==> src/rtl/rfr_pkg.sv <==
`timescale 1ns / 1ps

package rfr_pkg;

  localparam int MAX_TAG_BYTES = 16;
  localparam int IDX_W = (MAX_TAG_BYTES > 1) ? $clog2(MAX_TAG_BYTES) : 1;
  localparam int LEN_W = $clog2(MAX_TAG_BYTES + 1);

  localparam logic [7:0] START_BYTE = 8'h0A;
  localparam logic [7:0] STOP_BYTE = 8'h0D;
  localparam logic [4:0] DEFAULT_TAG_LENGTH = 5'd10;

  // command codes
  localparam logic [1:0] CMD_START = 2'd0;
  localparam logic [1:0] CMD_BYTE = 2'd1;
  localparam logic [1:0] CMD_TICK = 2'd2;

  // status codes
  localparam logic [1:0] ST_OK = 2'd0;
  localparam logic [1:0] ST_FRAME = 2'd1;
  localparam logic [1:0] ST_BADSTART = 2'd2;
  localparam logic [1:0] ST_TIMEOUT = 2'd3;

  // register indexes (paddr[2])
  localparam logic REG_TAG_LENGTH = 1'b0;
  localparam logic REG_TIMEOUT = 1'b1;

  typedef struct packed {
    logic [1:0] cmd;
    logic [7:0] rx_byte;
  } in_item_t;

  typedef struct packed {
    logic [1:0] status;
    logic [7:0] tag_byte;
    logic       last;
  } out_item_t;

  // control broadcast to every cell of the ring
  typedef struct packed {
    logic       restart;  // pointer back to cell 0
    logic       advance;  // pointer moves one cell on
    logic       write;    // first copy: pointed cell stores the byte
    logic       compare;  // second copy: pointed cell checks the byte
    logic       rotate;   // every cell takes its right neighbor's byte
    logic [7:0] rx_byte;
  } cell_ctl_t;

  // tag_length clamped to 1..MAX_TAG_BYTES
  function automatic logic [LEN_W-1:0] eff_len(input logic [4:0] tl);
    logic [LEN_W-1:0] n;
    if (tl == 5'd0) begin
      n = LEN_W'(1);
    end else if (int'(tl) > MAX_TAG_BYTES) begin
      n = LEN_W'(MAX_TAG_BYTES);
    end else begin
      n = LEN_W'(int'(tl));
    end
    return n;
  endfunction

endpackage

==> src/rtl/rfr_cell.sv <==
`timescale 1ns / 1ps

module rfr_cell (
  input  logic              clk,
  input  logic              rst_n,
  input  rfr_pkg::cell_ctl_t ctl,
  input  logic              seed,       // 1 for the head cell
  input  logic              ptr_prev,   // pointer from the left neighbor
  input  logic [7:0]        data_next,  // byte from the right neighbor
  output logic              ptr,
  output logic [7:0]        data,
  output logic              mismatch
);

  logic       ptr_r, ptr_nxt;
  logic [7:0] data_r, data_nxt;

  always_comb begin
    ptr_nxt = ptr_r;
    if (ctl.restart) begin
      ptr_nxt = seed;
    end else if (ctl.advance) begin
      ptr_nxt = ptr_prev;
    end
  end

  always_comb begin
    data_nxt = data_r;
    if (ctl.rotate) begin
      data_nxt = data_next;
    end else if (ctl.write && ptr_r) begin
      data_nxt = ctl.rx_byte;
    end
  end

  always_ff @(posedge clk) begin
    if (!rst_n) begin
      ptr_r <= 1'b0;
    end else begin
      ptr_r <= ptr_nxt;
    end
  end

  always_ff @(posedge clk) begin
    data_r <= data_nxt;
  end

  assign ptr = ptr_r;
  assign data = data_r;
  assign mismatch = ctl.compare && ptr_r && (data_r != ctl.rx_byte);

endmodule

==> src/rtl/rfr_tag_chain.sv <==
`timescale 1ns / 1ps

// Ring of tag cells. A one-hot pointer walks left to right as bytes arrive;
// rotation moves every byte one cell toward the head.
module rfr_tag_chain (
  input  logic               clk,
  input  logic               rst_n,
  input  rfr_pkg::cell_ctl_t ctl,
  output logic [7:0]         head_byte,
  output logic               mismatch
);

  logic [rfr_pkg::MAX_TAG_BYTES-1:0] ptr;
  logic [rfr_pkg::MAX_TAG_BYTES-1:0] miss;
  logic [7:0]                        data [rfr_pkg::MAX_TAG_BYTES];

  for (genvar i = 0; i < rfr_pkg::MAX_TAG_BYTES; i++) begin : g_cell
    logic ptr_prev;
    if (i == 0) begin : g_head
      assign ptr_prev = 1'b0;
    end else begin : g_body
      assign ptr_prev = ptr[i-1];
    end

    rfr_cell u_cell (
      .clk      (clk),
      .rst_n    (rst_n),
      .ctl      (ctl),
      .seed     ((i == 0) ? 1'b1 : 1'b0),
      .ptr_prev (ptr_prev),
      .data_next(data[(i + 1) % rfr_pkg::MAX_TAG_BYTES]),
      .ptr      (ptr[i]),
      .data     (data[i]),
      .mismatch (miss[i])
    );
  end

  assign head_byte = data[0];
  assign mismatch = |miss;

endmodule

==> src/rtl/rfid_tag_frame_reader.sv <==
`timescale 1ns / 1ps

// Channel  | Ports                                   | Word
// ---------+-----------------------------------------+--------------------------
// input    | in_valid, in_ready, in_data             | in_item_t {cmd, rx_byte}
// result   | out_valid, out_ready, out_data          | out_item_t {status,...}
// config   | psel, penable, pwrite, paddr, pwdata,   | tag_length @0,
//          | prdata, pready                          | timeout_ticks @4
//
// Start, tick and byte words are taken whenever the input is not held off. A word that
// completes a good double read holds the input while the cell ring rotates once
// through all MAX_TAG_BYTES cells, showing the first tag_length bytes in turn;
// result stalls hold the rotation. Reset clears control only; tag cells are not cleared (no sweep).
// Input is held off while a result word waits and cannot be replaced.
module rfid_tag_frame_reader (
  input  logic                clk,
  input  logic                rst_n,
  // input words
  input  logic                in_valid,
  output logic                in_ready,
  input  rfr_pkg::in_item_t   in_data,
  // result words
  output logic                out_valid,
  input  logic                out_ready,
  output rfr_pkg::out_item_t  out_data,
  // register port
  input  logic                psel,
  input  logic                penable,
  input  logic                pwrite,
  input  logic [2:0]          paddr,
  input  logic [31:0]         pwdata,
  output logic [31:0]         prdata,
  output logic                pready
);

  localparam logic [1:0] PH_IDLE = 2'd0;
  localparam logic [1:0] PH_START = 2'd1;  // waiting for start byte
  localparam logic [1:0] PH_BODY = 2'd2;   // tag bytes, then stop byte

  localparam int IW = rfr_pkg::IDX_W;
  localparam int LW = rfr_pkg::LEN_W;

  // ---------------- registers ----------------
  logic [4:0]  tag_length_r;
  logic [31:0] timeout_r;

  logic          cfg_wr;
  assign pready = 1'b1;
  assign cfg_wr = psel && penable && pwrite && pready;

  always_ff @(posedge clk) begin
    if (!rst_n) begin
      tag_length_r <= rfr_pkg::DEFAULT_TAG_LENGTH;
      timeout_r    <= 32'd0;
    end else if (cfg_wr) begin
      unique case (paddr[2])
        rfr_pkg::REG_TAG_LENGTH: tag_length_r <= pwdata[4:0];
        rfr_pkg::REG_TIMEOUT:    timeout_r    <= pwdata;
        default: ;
      endcase
    end
  end

  always_comb begin
    unique case (paddr[2])
      rfr_pkg::REG_TAG_LENGTH: prdata = {27'd0, tag_length_r};
      rfr_pkg::REG_TIMEOUT:    prdata = timeout_r;
      default:                 prdata = 32'd0;
    endcase
  end

  // ---------------- control state ----------------
  logic [1:0]    phase_r, phase_nxt;
  logic          second_r, second_nxt;
  logic [LW-1:0] cnt_r, cnt_nxt;
  logic [31:0]   elapsed_r, elapsed_nxt;
  logic          differ_r, differ_nxt;
  // emission: one full ring rotation
  logic          emit_r, emit_nxt;
  logic [IW-1:0] rot_r, rot_nxt;
  logic [LW-1:0] emit_len_r, emit_len_nxt;
  // result register
  logic               out_valid_r, out_valid_nxt;
  rfr_pkg::out_item_t out_data_r, out_data_nxt;

  logic          in_acc, out_free, step;
  logic [LW-1:0] n;
  logic [31:0]   elapsed_inc;
  logic          miss;
  logic [7:0]    head_byte;
  rfr_pkg::cell_ctl_t ctl;

  assign out_free = !out_valid_r || out_ready;
  assign in_ready = !emit_r && out_free;
  assign in_acc = in_valid && in_ready;
  assign step = emit_r && out_free;
  assign n = rfr_pkg::eff_len(tag_length_r);
  assign elapsed_inc = (elapsed_r == 32'hFFFF_FFFF) ? elapsed_r : elapsed_r + 32'd1;

  rfr_tag_chain u_chain (
    .clk      (clk),
    .rst_n    (rst_n),
    .ctl      (ctl),
    .head_byte(head_byte),
    .mismatch (miss)
  );

  always_comb begin
    phase_nxt     = phase_r;
    second_nxt    = second_r;
    cnt_nxt       = cnt_r;
    elapsed_nxt   = elapsed_r;
    differ_nxt    = differ_r;
    emit_nxt      = emit_r;
    rot_nxt       = rot_r;
    emit_len_nxt  = emit_len_r;
    out_valid_nxt = out_valid_r && !out_ready;
    out_data_nxt  = out_data_r;
    ctl           = '0;
    ctl.rx_byte   = in_data.rx_byte;

    if (step) begin
      ctl.rotate = 1'b1;
      rot_nxt = rot_r + IW'(1);
      if ((LW+1)'(rot_r) < (LW+1)'(emit_len_r)) begin
        out_valid_nxt         = 1'b1;
        out_data_nxt.status   = rfr_pkg::ST_OK;
        out_data_nxt.tag_byte = head_byte;
        out_data_nxt.last     = (((LW+1)'(rot_r) + (LW+1)'(1)) == (LW+1)'(emit_len_r));
      end
      if (rot_r == IW'(rfr_pkg::MAX_TAG_BYTES - 1)) begin
        emit_nxt = 1'b0;
      end
    end

    if (in_acc) begin
      if (in_data.cmd == rfr_pkg::CMD_START) begin
        phase_nxt   = PH_START;
        second_nxt  = 1'b0;
        cnt_nxt     = '0;
        elapsed_nxt = 32'd0;
        differ_nxt  = 1'b0;
      end else if (phase_r != PH_IDLE) begin
        // failure word is built here and used only where a check fails
        out_data_nxt.tag_byte = 8'd0;
        out_data_nxt.last     = 1'b1;
        if (in_data.cmd == rfr_pkg::CMD_TICK) begin
          elapsed_nxt = elapsed_inc;
          if (timeout_r != 32'd0 && elapsed_inc > timeout_r) begin
            out_valid_nxt       = 1'b1;
            out_data_nxt.status = rfr_pkg::ST_TIMEOUT;
            phase_nxt           = PH_IDLE;
          end
        end else if (in_data.cmd == rfr_pkg::CMD_BYTE) begin
          if (phase_r == PH_START) begin
            if (in_data.rx_byte != rfr_pkg::START_BYTE) begin
              out_valid_nxt       = 1'b1;
              out_data_nxt.status = rfr_pkg::ST_BADSTART;
              phase_nxt           = PH_IDLE;
            end else begin
              phase_nxt   = PH_BODY;
              cnt_nxt     = '0;
              ctl.restart = 1'b1;
            end
          end else if (cnt_r >= n) begin
            // stop byte position
            if (in_data.rx_byte != rfr_pkg::STOP_BYTE || (second_r && differ_r)) begin
              out_valid_nxt       = 1'b1;
              out_data_nxt.status = rfr_pkg::ST_FRAME;
              phase_nxt           = PH_IDLE;
            end else if (!second_r) begin
              second_nxt = 1'b1;
              phase_nxt  = PH_START;
              cnt_nxt    = '0;
            end else begin
              emit_nxt     = 1'b1;
              rot_nxt      = '0;
              emit_len_nxt = n;
              phase_nxt    = PH_IDLE;
            end
          end else begin
            // tag byte: pointed cell stores or checks it
            ctl.advance = 1'b1;
            ctl.write   = !second_r;
            ctl.compare = second_r;
            differ_nxt  = differ_r || miss;
            cnt_nxt     = cnt_r + LW'(1);
          end
        end
      end
    end
  end

  always_ff @(posedge clk) begin
    if (!rst_n) begin
      phase_r     <= PH_IDLE;
      second_r    <= 1'b0;
      cnt_r       <= '0;
      elapsed_r   <= 32'd0;
      differ_r    <= 1'b0;
      emit_r      <= 1'b0;
      rot_r       <= '0;
      emit_len_r  <= '0;
      out_valid_r <= 1'b0;
    end else begin
      phase_r     <= phase_nxt;
      second_r    <= second_nxt;
      cnt_r       <= cnt_nxt;
      elapsed_r   <= elapsed_nxt;
      differ_r    <= differ_nxt;
      emit_r      <= emit_nxt;
      rot_r       <= rot_nxt;
      emit_len_r  <= emit_len_nxt;
      out_valid_r <= out_valid_nxt;
    end
  end

  always_ff @(posedge clk) begin
    out_data_r <= out_data_nxt;
  end

  assign out_valid = out_valid_r;
  assign out_data  = out_data_r;

  // ---------------- checks ----------------
  a_fail_word: assert property (@(posedge clk) disable iff (!rst_n)
    out_valid_r && out_data_r.status != rfr_pkg::ST_OK
      |-> out_data_r.last && out_data_r.tag_byte == 8'd0)
    else $error("failure word not final or carries data");

  a_emit_blocks_input: assert property (@(posedge clk) disable iff (!rst_n)
    emit_r |-> !in_ready)
    else $error("input taken during ring rotation");

  a_rotation_ends: assert property (@(posedge clk) disable iff (!rst_n)
    step && rot_r == IW'(rfr_pkg::MAX_TAG_BYTES - 1) |=> !emit_r)
    else $error("rotation did not end after one full turn");

  a_emit_from_idle: assert property (@(posedge clk) disable iff (!rst_n)
    $rose(emit_r) |-> phase_r == PH_IDLE && emit_len_r != '0)
    else $error("emission started with bad phase or length");

endmodule

==> config.mk <==
export PLATFORM = sky130hd
export DESIGN_NAME = rfid_tag_frame_reader
export DESIGN_NICKNAME = d
export VERILOG_FILES = /design/src/rtl/rfr_pkg.sv /design/src/rtl/rfr_cell.sv /design/src/rtl/rfr_tag_chain.sv /design/src/rtl/rfid_tag_frame_reader.sv
export SDC_FILE = /design/constraint.sdc
export NUM_CORES = 1
export LEC_CHECK = 0
export ABC_CLOCK_PERIOD_IN_PS = 4400
export CAP_MARGIN = 20
export CORE_AREA = 10 10 171 173
export DETAILED_ROUTE_END_ITERATION = 10
export DIE_AREA = 0 0 181 183
export DONT_BUFFER_PORTS = 1
export GPL_ROUTABILITY_DRIVEN = 0
export GPL_TIMING_DRIVEN = 0
export PLACE_DENSITY = 0.78
export REMOVE_ABC_BUFFERS = 1
export SETUP_SLACK_MARGIN = 0.4
export SLEW_MARGIN = 10
export SYNTH_ARGS = -nofsm -noshare
export SYNTH_HDL_FRONTEND = slang
export SYNTH_HIERARCHICAL = 1
export SYNTH_SLANG_ARGS = --single-unit
==> constraint.sdc <==
create_clock -name clk -period 4.4 [get_ports clk]
set_clock_uncertainty 0.15 [all_clocks]
set_input_delay 0.88 -clock clk [delete_from_list [all_inputs] [get_ports clk]]
set_output_delay 0.88 -clock clk [all_outputs]
set_load 0.02 [all_outputs]
==> results.md <==
* Outcome: completed
* TritonCTS clock tree: built
* First-pass GRT wire length at 51110 µm
* Crit. End Element: register
* Seq/Total Area, Yosys at 0.4423
* Fin. max-slew vios at 0
* CTS Hold Buffers Added at 0
* Netlist Area Pre-Place at 13940 µm²
* Die width at 181 µm
* Detailed Route Iter0 Violations at 630
* Final setup fails at 0
* Pre-CTS setup slack at -0.4881 ns
* Fraction of registers with async set/reset at 0
* Placed cell areas at 14320 µm²
* N_diodes at 0
* Commonest non-fill, non-tap cells in the layout: nand2_1, xor2_1, mux2_2
* Via/cell ratio at 5.889
* Register area at 6205 µm²
* Max-slew headroom at 0.2689
* Netlist cell types at 66
* Min Hold Slack at 0.2503 ns
* WP data required at 4.68 ns
* Largest net degree at the start of global routing at 46
* Commonest non-fill, non-tap cell in the layout: nand2_1
* Syn Area/Cell at 10.14 µm²
* WS Path Type: reg -> reg
* Total core area at 25760 µm²
* Power Density at 312.5 nW/µm²
* Tcrit/Tclk final at 0.8834
* Metal-1 WL at 13720 µm
* Hold Path Class: in -> reg
* RSZ-0062 raised after global routing: yes
* Grt total ovfl at 0
* Nets at 1490
* Multi-input logic area at 7530 µm²
* Clk Latency, worst-skew pair at 0.54 ns
* Slew @ Worst Pin at 1.097 ns
* Die area at 33120 µm²
* Largest fanout on the critical path at 9
* Peak supply drop at 0.3614 mV
* Hold Fails Final Rpt at 0
* Clock root buffer: clkbuf_16
* Starting density of the core at 0.5411
* YS warnings at 6
* Uppermost layer routed: met4
* CTS Buffer Depth at 3
* Met2 WL at 16210 µm
* Worst Path Arrival at 4.17 ns
* Port Buffers at 0
* Post-route cell area at 15520 µm²
* WL/cell at 18.20 µm
* Die height at 183 µm
* Number of synthesized flops with an enable pin at 128
* Crit path time final at 3.887 ns
* Tot GR Track Use at 0.1803
* Main flop type after synthesis: edfxtp_1
* Worst setup margin at 0.5130 ns
* Clock Pin Slew Worst Setup and Hold Paths at 0.06 ns
* CTS Buf Count at 27
* Drt pass-1 iters at 7
* Share of layout cells above drive strength 1 at 0.1823
* Area Growth Syn to Fin at 11.33%
* # rows at 59
* #FFs+latches synth at 244
* Vias in the first global route at 10174
* DR DRC count at 0
* Total Routed Length at 31850 µm
* Met3 WL at 1202 µm
* Antenna violations before repair at 0
* Clock sink count at 244
* DPL Wire Length at 21150 µm
* Leak at 5.646 nW
* Routed Antenna Nets at 0
* Vias post-DR at 10306
* IO Count at 98
* Max-cap viol count at 0
* H-Tree Level Count at 1
* Fmax at 257.3 MHz
* Startpoint Class: register
* Fill count at 2026
* Cell count after synthesis at 1375
-- synthesized netlist by cell type (7+ instances only) --
library cell,n,area (µm²)
nand3_1,24,120.1
ha_1,44,550.5
a21oi_1,86,430.4
o21ai_0,49,245.2
mux2i_1,37,370.4
nand2_1,158,593.1
xor2_1,138,1209
nor4_1,48,300.3
and2_1,51,319.1
buf_2,24,120.1
nand2b_1,10,62.56
nor2_1,53,198.9
a211oi_1,7,52.55
xnor2_1,27,236.5
a31oi_1,18,112.6
o31ai_1,11,82.58
a21o_1,21,157.7
and4_1,10,87.58
nand4_1,21,131.4
dfxtp_1,116,2322
clkbuf_1,25,93.84
inv_1,54,202.7
mux2_2,132,1486
edfxtp_1,128,3844
nor3_1,17,85.08
-- kinds of logic after synthesis --
| kind of cell | after synthesis | synth area share |
|---|---|---|
| simple gates | 421 | 0.1538 |
| xor+xnor | 165 | 0.1037 |
| fa+ha+maj | 44 | 0.03949 |
| mux | 169 | 0.1332 |
| other cells | 3 | 0.0008078 |
| compound gates | 220 | 0.09371 |
| buf+inv | 109 | 0.03294 |
| flops | 244 | 0.4423 |
-- metrics by stage --
stage | setup TNS, ns | cells | util | power (W)
final | 0 | 1750 | 0.6024 | 0.004850
after global routing | 0 | 1750 | 0.6024 | 0.004989
after CTS | 0 | 1742 | 0.5955 | 0.004874
after detailed placement | -2.142 | 1681 | 0.5558 | 0.002672
after global placement | -1564.18 | 1671 | 0.5497 | 0.002663
after floorplan | -951.49 | 1336 | - | 0.002631
-- critical path: stages, from the launching register on --
cell and delay, ns:
dfxtp_4 0.40, and4_4 0.24, and4_4 0.26, nand4_1 0.18, buf_4 0.22, nor4_4 0.31
nand3_2 0.17, xnor2_2 0.17, ha_1 0.30, and4_4 0.24, nand2_1 0.12, nor4_4 0.24
a31oi_1 0.23, nand2_1 0.16, nor2_2 0.06, o311a_1 0.33
-- cell type report --
type / count / share of cell area
clock buffer: 38 / 0.04942
timing repair buffer: 29 / 0.01822
multi-input combinational: 1037 / 0.4852
sequential: 244 / 0.3998
inverter: 55 / 0.01355
clock inverter: 12 / 0.006773
tap: 335 / 0.02701
-- sequential cells by signal, summed over array words and instances, names as in the netlist --
name	cells
out_valid	1
u_chain/g_cell.u_cell/ptr	16
tag_length_r	5
emit_r	1
rot_r	4
timeout_r	32
emit_len_r	5
phase_r	2
second_r	1
u_chain/g_cell.u_cell/data	128
out_data	11
cnt_r	5
differ_r	1
elapsed_r	32
-- report_power, final --
part           internal, W  switching (W)
combinational     0.000112       0.000114
sequential         0.00240      0.0000130
clock              0.00128       0.000934
-- repair_timing --
| action | in CTS | in global routing |
|---|---|---|
| pin swaps | 4 | 14 |
| gates resized for setup | 19 | 41 |
| setup buffers | 11 | 8 |
| setup endpoints to repair | 6 | 5 |
-- routing by layer --
metal,vias up,global-route usage
met1,5049,0.2177
met4,0,0.04816
li1,4972,-
met5,-,0
met2,230,0.3290
met3,55,0.02579
-- path summary, 6_finish.rpt --
kind,cells after the start,slack (ns),endpoint,start
worst min-delay path,1,0.25,tag_length_r[3],rst_n
worst max register to register,15,0.51,out_valid,elapsed_r[3]
worst min register to register,2,0.32,timeout_r[13],timeout_r[13]
worst max-delay path,15,0.51,out_valid,elapsed_r[3]
No activity file was read; power rests on OpenSTA's default activity.
